==> src/hdl/rpe_pkg.sv <==
// Package for the run-length pair encoder: queue record type and constants.
// Used by rpe_front, rpe_back, rpe_fifo and rle_pair_encoder_core.
package rpe_pkg;

    typedef logic [7:0]  byte_t;
    typedef logic [15:0] blen_t;

    localparam byte_t MAX_RUN      = 8'd255;
    localparam blen_t BLEN_RESET   = 16'd4096;

    // One classified input: up to two pairs to be sent by the back end.
    typedef struct packed {
        logic  close_valid;  // previous run closed by this byte
        byte_t close_count;
        byte_t close_value;
        logic  flush_valid;  // pending run flushed at block or stream end
        byte_t flush_count;
        byte_t flush_value;
        logic  fin;          // flush was caused by stream end
    } pair_rec_t;

endpackage

==> src/hdl/rpe_fifo.sv <==
// Small flip-flop queue between front and back ends of the pair encoder.
// Depends on rpe_pkg for the record type.
module rpe_fifo
    import rpe_pkg::*;
#(
    parameter int DEPTH = 4
)
(
    input  logic      clk,
    input  logic      rst_n,
    input  logic      wr_en,
    input  pair_rec_t wr_data,
    input  logic      rd_en,
    output pair_rec_t rd_data,
    output logic      full,
    output logic      empty
);

    localparam int PTR_W = (DEPTH > 1) ? $clog2(DEPTH) : 1;
    localparam int CNT_W = $clog2(DEPTH + 1);

    pair_rec_t            mem_reg [DEPTH];
    logic [PTR_W-1:0]     wr_ptr_reg;
    logic [PTR_W-1:0]     wr_ptr_next;
    logic [PTR_W-1:0]     rd_ptr_reg;
    logic [PTR_W-1:0]     rd_ptr_next;
    logic [CNT_W-1:0]     count_reg;
    logic [CNT_W-1:0]     count_next;
    logic                 do_wr;
    logic                 do_rd;

    assign full    = (count_reg == CNT_W'(DEPTH));
    assign empty   = (count_reg == '0);
    assign do_wr   = wr_en && !full;
    assign do_rd   = rd_en && !empty;
    assign rd_data = mem_reg[rd_ptr_reg];

    always_comb
    begin
        wr_ptr_next = wr_ptr_reg;
        rd_ptr_next = rd_ptr_reg;
        count_next  = count_reg;
        if (do_wr)
        begin
            wr_ptr_next = (wr_ptr_reg == PTR_W'(DEPTH - 1)) ? '0 : wr_ptr_reg + 1'b1;
        end
        if (do_rd)
        begin
            rd_ptr_next = (rd_ptr_reg == PTR_W'(DEPTH - 1)) ? '0 : rd_ptr_reg + 1'b1;
        end
        if (do_wr && !do_rd)
        begin
            count_next = count_reg + 1'b1;
        end
        else if (do_rd && !do_wr)
        begin
            count_next = count_reg - 1'b1;
        end
    end

    always_ff @(posedge clk or negedge rst_n)
    begin
        if (!rst_n)
        begin
            wr_ptr_reg <= '0;
            rd_ptr_reg <= '0;
            count_reg  <= '0;
        end
        else
        begin
            wr_ptr_reg <= wr_ptr_next;
            rd_ptr_reg <= rd_ptr_next;
            count_reg  <= count_next;
        end
    end

    always_ff @(posedge clk)
    begin
        if (do_wr)
        begin
            mem_reg[wr_ptr_reg] <= wr_data;
        end
    end

endmodule

==> src/hdl/rpe_front.sv <==
// Front end of the pair encoder: run tracking, block position, classification.
// Depends on rpe_pkg; pushes one record per input that closes or flushes a run.
module rpe_front
    import rpe_pkg::*;
(
    input  logic      clk,
    input  logic      rst_n,
    input  logic      cfg_we,
    input  blen_t     cfg_wdata,
    input  logic      in_take,
    input  byte_t     data_byte,
    input  logic      stream_end,
    output logic      rec_push,
    output pair_rec_t rec
);

    blen_t       block_length_reg;
    logic        run_active_reg;
    logic        run_active_next;
    byte_t       cur_value_reg;
    byte_t       cur_value_next;
    byte_t       cur_count_reg;
    byte_t       cur_count_next;
    blen_t       block_pos_reg;
    blen_t       block_pos_next;

    logic [16:0] eff_len;
    logic [16:0] next_pos;
    logic        flush;
    logic        extend;
    byte_t       upd_value;
    byte_t       upd_count;

    always_comb
    begin
        eff_len  = (block_length_reg == '0) ? 17'h10000 : {1'b0, block_length_reg};
        next_pos = {1'b0, block_pos_reg} + 17'd1;
        flush    = stream_end || (next_pos >= eff_len);
        extend   = run_active_reg && (data_byte == cur_value_reg)
                   && (cur_count_reg != MAX_RUN);

        if (extend)
        begin
            upd_value = cur_value_reg;
            upd_count = cur_count_reg + 8'd1;
        end
        else
        begin
            upd_value = data_byte;
            upd_count = 8'd1;
        end

        rec.close_valid = run_active_reg && !extend;
        rec.close_count = cur_count_reg;
        rec.close_value = cur_value_reg;
        rec.flush_valid = flush;
        rec.flush_count = upd_count;
        rec.flush_value = upd_value;
        rec.fin         = stream_end;
        rec_push        = in_take && (rec.close_valid || flush);

        run_active_next = run_active_reg;
        cur_value_next  = cur_value_reg;
        cur_count_next  = cur_count_reg;
        block_pos_next  = block_pos_reg;
        if (in_take)
        begin
            if (flush)
            begin
                run_active_next = 1'b0;
                cur_value_next  = '0;
                cur_count_next  = '0;
                block_pos_next  = '0;
            end
            else
            begin
                run_active_next = 1'b1;
                cur_value_next  = upd_value;
                cur_count_next  = upd_count;
                block_pos_next  = next_pos[15:0];
            end
        end
    end

    always_ff @(posedge clk or negedge rst_n)
    begin
        if (!rst_n)
        begin
            block_length_reg <= BLEN_RESET;
            run_active_reg   <= 1'b0;
            cur_value_reg    <= '0;
            cur_count_reg    <= '0;
            block_pos_reg    <= '0;
        end
        else
        begin
            if (cfg_we)
            begin
                block_length_reg <= cfg_wdata;
            end
            run_active_reg <= run_active_next;
            cur_value_reg  <= cur_value_next;
            cur_count_reg  <= cur_count_next;
            block_pos_reg  <= block_pos_next;
        end
    end

endmodule

==> src/hdl/rpe_back.sv <==
// Back end of the pair encoder: unpacks each queued record into one or two pairs.
// Depends on rpe_pkg; reads the head of rpe_fifo.
module rpe_back
    import rpe_pkg::*;
(
    input  logic      clk,
    input  logic      rst_n,
    input  pair_rec_t head,
    input  logic      head_empty,
    input  logic      pop,
    output logic      head_pop,
    output logic      empty,
    output byte_t     run_count,
    output byte_t     run_value,
    output logic      last_of_input,
    output logic      final_pair
);

    logic second_reg;
    logic second_next;
    logic send_close;
    logic transfer;

    always_comb
    begin
        send_close = head.close_valid && !second_reg;
        empty      = head_empty;
        transfer   = pop && !head_empty;

        if (send_close)
        begin
            run_count     = head.close_count;
            run_value     = head.close_value;
            last_of_input = !head.flush_valid;
            final_pair    = 1'b0;
        end
        else
        begin
            run_count     = head.flush_count;
            run_value     = head.flush_value;
            last_of_input = 1'b1;
            final_pair    = head.fin;
        end

        // Hold the record while its flushed pair is still to be sent.
        second_next = second_reg;
        head_pop    = 1'b0;
        if (transfer)
        begin
            if (send_close && head.flush_valid)
            begin
                second_next = 1'b1;
            end
            else
            begin
                second_next = 1'b0;
                head_pop    = 1'b1;
            end
        end
    end

    always_ff @(posedge clk or negedge rst_n)
    begin
        if (!rst_n)
        begin
            second_reg <= 1'b0;
        end
        else
        begin
            second_reg <= second_next;
        end
    end

endmodule

==> src/hdl/rle_pair_encoder_core.sv <==
// Run-length pair encoder, top level: front end, record queue, back end.
// Depends on rpe_pkg, rpe_front, rpe_fifo and rpe_back.
//
// Input channel: data_byte/stream_end transfer when push is high and full is low.
// Result channel: while empty is low, the oldest (run_count, run_value,
// last_of_input, final_pair) pair is on the ports; it transfers when pop is high.
// Configuration: cfg_we writes cfg_wdata into block_length (reset 4096; zero
// means 65536 bytes). Write it only while the block is idle.
// Each byte closes the current run when it differs or the count is 255, and
// the pending run is flushed at each block end and on stream_end, so a byte
// yields zero, one or two pairs.
// Records pass through the record queue registers; a pair is on the result
// ports once its record heads the queue. Throughput: one byte per cycle while
// full is low; the back end sends one pair per cycle while pop is high.
// The record queue is QUEUE_DEPTH entries deep; when the receiver stalls it
// fills and full rises. Reset empties the queue, clears the run state and
// sets block_length to 4096.
module rle_pair_encoder_core
    import rpe_pkg::*;
#(
    parameter int QUEUE_DEPTH = 4
)
(
    input  logic        clk,
    input  logic        rst_n,
    input  logic        cfg_we,
    input  logic [15:0] cfg_wdata,
    input  logic        push,
    output logic        full,
    input  logic [7:0]  data_byte,
    input  logic        stream_end,
    output logic        empty,
    input  logic        pop,
    output logic [7:0]  run_count,
    output logic [7:0]  run_value,
    output logic        last_of_input,
    output logic        final_pair
);

    logic      in_take;
    logic      rec_push;
    pair_rec_t rec;
    pair_rec_t head;
    logic      head_empty;
    logic      head_pop;
    logic      q_full;

    assign full    = q_full;
    assign in_take = push && !q_full;

    rpe_front u_front
    (
        .clk        (clk),
        .rst_n      (rst_n),
        .cfg_we     (cfg_we),
        .cfg_wdata  (cfg_wdata),
        .in_take    (in_take),
        .data_byte  (data_byte),
        .stream_end (stream_end),
        .rec_push   (rec_push),
        .rec        (rec)
    );

    rpe_fifo #(
        .DEPTH (QUEUE_DEPTH)
    ) u_fifo
    (
        .clk     (clk),
        .rst_n   (rst_n),
        .wr_en   (rec_push),
        .wr_data (rec),
        .rd_en   (head_pop),
        .rd_data (head),
        .full    (q_full),
        .empty   (head_empty)
    );

    rpe_back u_back
    (
        .clk           (clk),
        .rst_n         (rst_n),
        .head          (head),
        .head_empty    (head_empty),
        .pop           (pop),
        .head_pop      (head_pop),
        .empty         (empty),
        .run_count     (run_count),
        .run_value     (run_value),
        .last_of_input (last_of_input),
        .final_pair    (final_pair)
    );

endmodule
==> config.mk <==
export PLATFORM = sky130hd
export DESIGN_NAME = rle_pair_encoder_core
export DESIGN_NICKNAME = d
export VERILOG_FILES = /design/src/hdl/rpe_pkg.sv /design/src/hdl/rpe_fifo.sv /design/src/hdl/rpe_front.sv /design/src/hdl/rpe_back.sv /design/src/hdl/rle_pair_encoder_core.sv
export SDC_FILE = /design/constraint.sdc
export NUM_CORES = 1
export LEC_CHECK = 0
export BUFFER_PORTS_ARGS = -buffer_cell sky130_fd_sc_hd__buf_4
export CORE_ASPECT_RATIO = 1.1
export CORE_MARGIN = 2
export CORE_UTILIZATION = 45
export DETAILED_ROUTE_END_ITERATION = 6
export GPL_ROUTABILITY_DRIVEN = 0
export SYNTH_ARGS = -nofsm -noshare
export SYNTH_HDL_FRONTEND = slang
export SYNTH_SLANG_ARGS = --single-unit
==> constraint.sdc <==
create_clock -name clk -period 4.6 [get_ports clk]
set_input_delay 0.23 -clock clk [delete_from_list [all_inputs] [get_ports clk]]
set_output_delay 0.23 -clock clk [all_outputs]
set_load 0.02 [all_outputs]
Yosys cells after proc, flatten, opt, wreduce, memory -nomap -nowiden
Memories as Yosys holds them, arrays and structs flattened.
Index checks and enable logic that the tools add are counted.

word-level totals
  bits in registers = 57
  latch bits = 0
  bits in writable memories = 140
  memory bits (read-only) = 0
  output and inout bits = 20
  logic and storage cells = 66
  memories kept = 1

memory list
  memory          words  width  rd ports  clocked after Yosys merged registers in  wr ports  RTL line        RTL
  u_fifo.mem_reg  4      35     1         0                                        1         rpe_fifo.sv:22  pair_rec_t mem_reg [DEPTH];

cells by class
  add/subtract/negate cells = 6
  multipliers = 0
  divide/modulo/power cells = 0
  $lt $le $gt $ge = 1
  equality and inequality tests = 5
  shifts and indexed selects = 0
  muxes and demuxes = 20
  bitwise operators = 0
  reductions and logical operators = 24

operator list
  kind                   number
  $mux 8                 6
  $add 16x1->17 const B  1
  $ge 17x17->1           1
  $mux 17                1
  $logic_not 16->1       1
  $mux 16                1
  $logic_and 1x1->1      12
  $add 8x1->8 const B    1
  $eq 8x8->1             1
  $mux 1                 8
  $ne 8x8->1 const B     1
  $logic_not 1->1        7
  $mux 3                 2
  $add 2x1->2 const B    2
  $eq 2x2->1 const B     2
  $mux 2                 2
  $add 3x1->3 const B    1
  $eq 3x3->1 const B     1
  $logic_not 3->1        1
  $sub 3x1->3 const B    1
  $logic_or 1x1->1       2
  $reduce_bool 2->1      1

Depth between registers and ports, before layout
  depth after elaboration = 12
  mapped depth = 18
  gate-level depth less buffers = 18

Modules after synthesis
From an unflattened synthesis, not the netlist that was laid out.

unflattened totals
  cell total of the unflattened synthesis = 580
  area, all modules = 8879.8 sq um

by module, submodules not included
  module                 times used  cells each  area each (sq um)  sequential area each (sq um)
  rpe_fifo               1           220         5492.8             4379.2
  rpe_front              1           331         3027.9             1227.4
  rpe_back               1           28          345.3              25.0
  rle_pair_encoder_core  1           1           13.8               0.0

Worst setup path before layout
OpenSTA, ideal clock, no wires.

  path kind = reg2reg
  from = register u_front.block_pos_reg[0]
  to = memory u_fifo.mem_reg[0][0] (netlist name), enable pin
  arrival = 3.458 ns
  path slack = 0.746 ns
  stages on the path, launching flop included = 13
  path buffers = 0
  cell sequence = dfrtp_1 ha_1 nand3_1 nor2_1 nand4_1 xnor2_1 ha_1 nand4_1 or3_1 o211a_2 inv_2 o21a_1 and2_1

between the ends
  longest elaborated chain between the ends = 8

ends and longest elaborated chain
  what                          RTL line          RTL
  start: declaration            rpe_front.sv:24   blen_t block_pos_reg;
  start signal: assignment      rpe_front.sv:104  block_pos_reg <= block_pos_next;
  $add 16x1->17                 rpe_front.sv:37   next_pos = {1'b0, block_pos_reg} + 17'd1;
  $ge 17x17->1                  rpe_front.sv:38   flush = stream_end || (next_pos >= eff_len);
  $logic_or 1x1->1              rpe_front.sv:38
  $logic_or 1x1->1              rpe_front.sv:60   rec_push = in_take && (rec.close_valid || flush);
  $logic_and 1x1->1             rpe_front.sv:60
  $logic_and 1x1->1             rpe_fifo.sv:34    assign do_wr = wr_en && !full;
  net u_fifo.do_wr              rpe_fifo.sv:29    logic do_wr;
  $mux 1                        rpe_fifo.sv:79    if (do_wr)
  $mux 1 (implied by the code)  rpe_fifo.sv:81    mem_reg[wr_ptr_reg] <= wr_data;
  end: declaration              rpe_fifo.sv:22

The timed path passes the listed nets, and every way through them passes these cells.

Worst setup path in the final report
  from = register u_front.block_pos_reg[0]
  to = register u_fifo.count_reg[1]

between the ends
  elaborated cells between the ends (all ways) = 11

RTL lines
  what                      RTL line         RTL
  $add 16x1->17             rpe_front.sv:37
  $ge 17x17->1              rpe_front.sv:38
  $logic_or 1x1->1          rpe_front.sv:38
  $logic_or 1x1->1          rpe_front.sv:60
  $logic_and 1x1->1         rpe_front.sv:60
  $logic_and 1x1->1         rpe_fifo.sv:34
  net u_fifo.do_wr          rpe_fifo.sv:29
  $logic_and 1x1->1         rpe_fifo.sv:51   if (do_wr && !do_rd)
  $mux 3                    rpe_fifo.sv:51
  net u_fifo.count_next[1]  rpe_fifo.sv:28   logic [CNT_W-1:0] count_next;
  end signal: assignment    rpe_fifo.sv:73   count_reg <= count_next;
  end: declaration          rpe_fifo.sv:27   logic [CNT_W-1:0] count_reg;

The timed path passes the listed nets, and every way through them passes these cells.
A chain may end at the register's enable or synchronous reset.

==> summary.txt <==
Worst vdd ir = 0.297 mV
Measured slew at the worst slew-check pin = 0.760 ns
Commonest cells post-synth = edfxtp_1 (140), dfrtp_1 (56), nand2_1 (55), mux4_2 (29), ha_1 (25)
Avg Inst Size Synth = 15.1 um^2
FMAX = 0.236 GHz
Post-CTS setup buffers = 0
Switching Share = 0.300
CTS tree = yes
Leakage = 3.87 nW
Yosys reg bits = 197
Outcome = finished, final reports clean
Yosys cell types = 48
GR Overflow Total = 0
Bufs on Longest Clock Path = 2
WHS Path Cells = 3
Worst EP required = 4.92 ns
H-tree level count = 4
Layout Nets = 683
CTS clk-pin slew, worst paths = 0.07 ns
Vias in the first global route = 4988
Reg power frac = 0.418
ANT nets after route = 0
Area share of the largest cell type after synthesis = 0.483
Crit Path Max Fanout = 13
Post-cts hold buffer count = 5
Worst skew pair latency = 0.44 ns
RSZ-0062 raised after global routing = false
Drc violations = 0
# fillers = 1570
Die width = 137 um
Post-route insts no fill = 887
Max-slew violations = 0
HP Class = in -> reg
Global-route wire length before repair = 25900 um
Comb pwr share = 0.317
Post-synth top flop = edfxtp_1
Placed Instances = 850
Critical path arrival = 4.55 ns
CP Capture Type = flop
Int Power = 3.93 mW
Initial antenna violation count = 0
Clock power share = 0.265
Power Dens Cells = 564 mW/mm^2
Root Buffer Master = clkbuf_16
Reg-to-reg slack, setup = 0.36 ns
FP Rows = 53
Synth Instances = 575
Relative slew margins = 0.493
Startpoint types = flop
Drt pass-1 iters = 4
Layout Area Growth over Synthesis = 14.2%
Setup CP Type = reg -> reg
Final hold violations = 0
Min Tclk post-route = 4.24 ns
Warnings, synthesis = 0
Largest net degree at the start of global routing = 58
HPWL after detailed placement = 9760 um
Avg Vias per Cell = 5.33
Switch Pwr = 1.69 mW
Die height = 150 um
Post-synth ARST share = 0.289
Core area = 0.0190 mm^2
Syn Std Cell Area = 0.00870 mm^2
Max reg flops = 140
Via count = 4730
DR iter-0 viols = 386
Mean routed wirelength per cell = 17.7 um
Ant. Diodes = 0
# resized after CTS = 0
Setup TNS = 0 ns
Post-synth top area cell = edfxtp_1
Tot GR Track Use = 0.168
Starting Density = 0.457
Post-synthesis sequential area ratio = 0.647
Largest cells by area after synthesis = edfxtp_1 (48%), dfrtp_1 (16%), mux4_2 (7.5%)
Clock Sinks = 197
Synth Net Count = 631
IO Pins = 50
IO Port Bufs = 49
Tcrit/Tclk final = 0.921
R2r worst-path depth = 16
Max Cap Viol = 0
Number of enable flip-flop cells after synthesis = 140
Post-Route WL = 15700 um
Most common cell in the netlist = edfxtp_1
Final setup violation count = 0
Share of cells above drive strength 1 = 0.227
DIE AREA = 0.0205 mm^2
Max Clock Skew = 0.0113 ns
TritonCTS buffer count = 17
power groups by stage:
stage	combinational (mW)	sequential (mW)	clock (mW)
final	1.78	2.35	1.49
after global routing	1.94	2.37	1.59
after CTS	1.83	2.35	1.52
after detailed placement	1.82	2.39	0
after global placement	1.79	2.36	0
after floorplan	1.34	2.35	0
cell type report:
class | count | area (um^2) | share of cell area
clock inverter | 12 | 144 | 0.0145
inverter | 24 | 90.1 | 0.00906
tap | 247 | 309 | 0.0311
timing repair buffer | 64 | 505 | 0.0508
clock buffer | 20 | 457 | 0.0459
multi-input combinational | 323 | 2810 | 0.282
sequential | 197 | 5630 | 0.566
per-stage QoR:
step	power [mW]	util	hold slack, ns	setup WS, ns	area [um^2]
after floorplan	3.68	-	-0.0656	0.746	8700
after global placement	4.16	0.488	0.350	0.535	9290
after detailed placement	4.21	0.488	0.353	0.360	9290
after CTS	5.70	0.522	0.00127	0.345	9940
after global routing	5.91	0.522	0.00958	0.0496	9940
final	5.61	0.522	0.00956	0.364	9940
worst paths after layout:
check / endpoint / start
worst max register to register: u_fifo.count_reg[1] / u_front.block_pos_reg[0]
worst min-delay path: u_front.block_length_reg[5] / cfg_wdata[5]
worst min register to register: u_fifo.count_reg[2] / u_fifo.count_reg[2]
max in group asynchronous: u_front.cur_count_reg[4] / rst_n
worst max-delay path: u_fifo.count_reg[1] / u_front.block_pos_reg[0]
min in group asynchronous: u_front.block_length_reg[3] / rst_n
routing by layer:
layer | wire length, um | vias to the layer above | share of wire | track usage
met3 | 507 | 14 | 0.032 | 0.0329
met4 | 164 | 0 | 0.010 | 0.0563
met1 | 6980 | 2371 | 0.44 | 0.210
li1 | - | 2254 | - | -
met5 | 0 | - | 0 | 0
met2 | 8090 | 91 | 0.51 | 0.291
cells in the final DEF (no fill, tap or decap), types with 4 or more instances in the layout:
| cell type | n |
|---|---|
| edfxtp_1 | 140 |
| buf_4 | 58 |
| dfrtp_1 | 56 |
| nand2_1 | 55 |
| mux4_2 | 29 |
| ha_1 | 25 |
| inv_1 | 22 |
| o21ai_0 | 19 |
| nor2_1 | 17 |
| clkbuf_16 | 17 |
| mux2_2 | 16 |
| xor2_1 | 16 |
| nand3_1 | 14 |
| and2_1 | 14 |
| xnor2_1 | 12 |
| o21ai_1 | 12 |
| nand4_1 | 9 |
| a22o_1 | 9 |
| a21oi_1 | 7 |
| a21o_1 | 7 |
| mux4_1 | 6 |
| and3_1 | 6 |
| nor4_1 | 5 |
| nor3_1 | 5 |
| a31o_1 | 5 |
| dlygate4sd3_1 | 5 |
| o21a_1 | 4 |
| mux2_1 | 4 |
critical path, stage by stage, from the launching register on:
cell and delay, ns:
dfrtp_1 0.43, ha_1 0.26, nand3_1 0.23, nor2_1 0.26, nand4_1 0.14, xnor2_1 0.22
ha_1 0.28, a21o_1 0.18, a21o_1 0.17, a211oi_1 0.22, o211a_2 0.41, inv_2 0.06
o21a_1 0.26, ha_1 0.23, inv_1 0.08, fa_1 0.41, mux2_2 0.27
logic make-up (layout without fill, tap and decap cells):
logic type,Yosys count,in the layout,share of synthesized area
flip-flops,197,197,0.647
AND/OR/NAND/NOR,140,140,0.0786
AO/OA/AOI/OAI,71,71,0.0526
multiplexers,58,58,0.124
buffers and inverters,55,120,0.0312
XOR/XNOR,28,28,0.0282
adder cells (fa/ha/maj),26,26,0.0382
(Power assumes the default switching activity.)
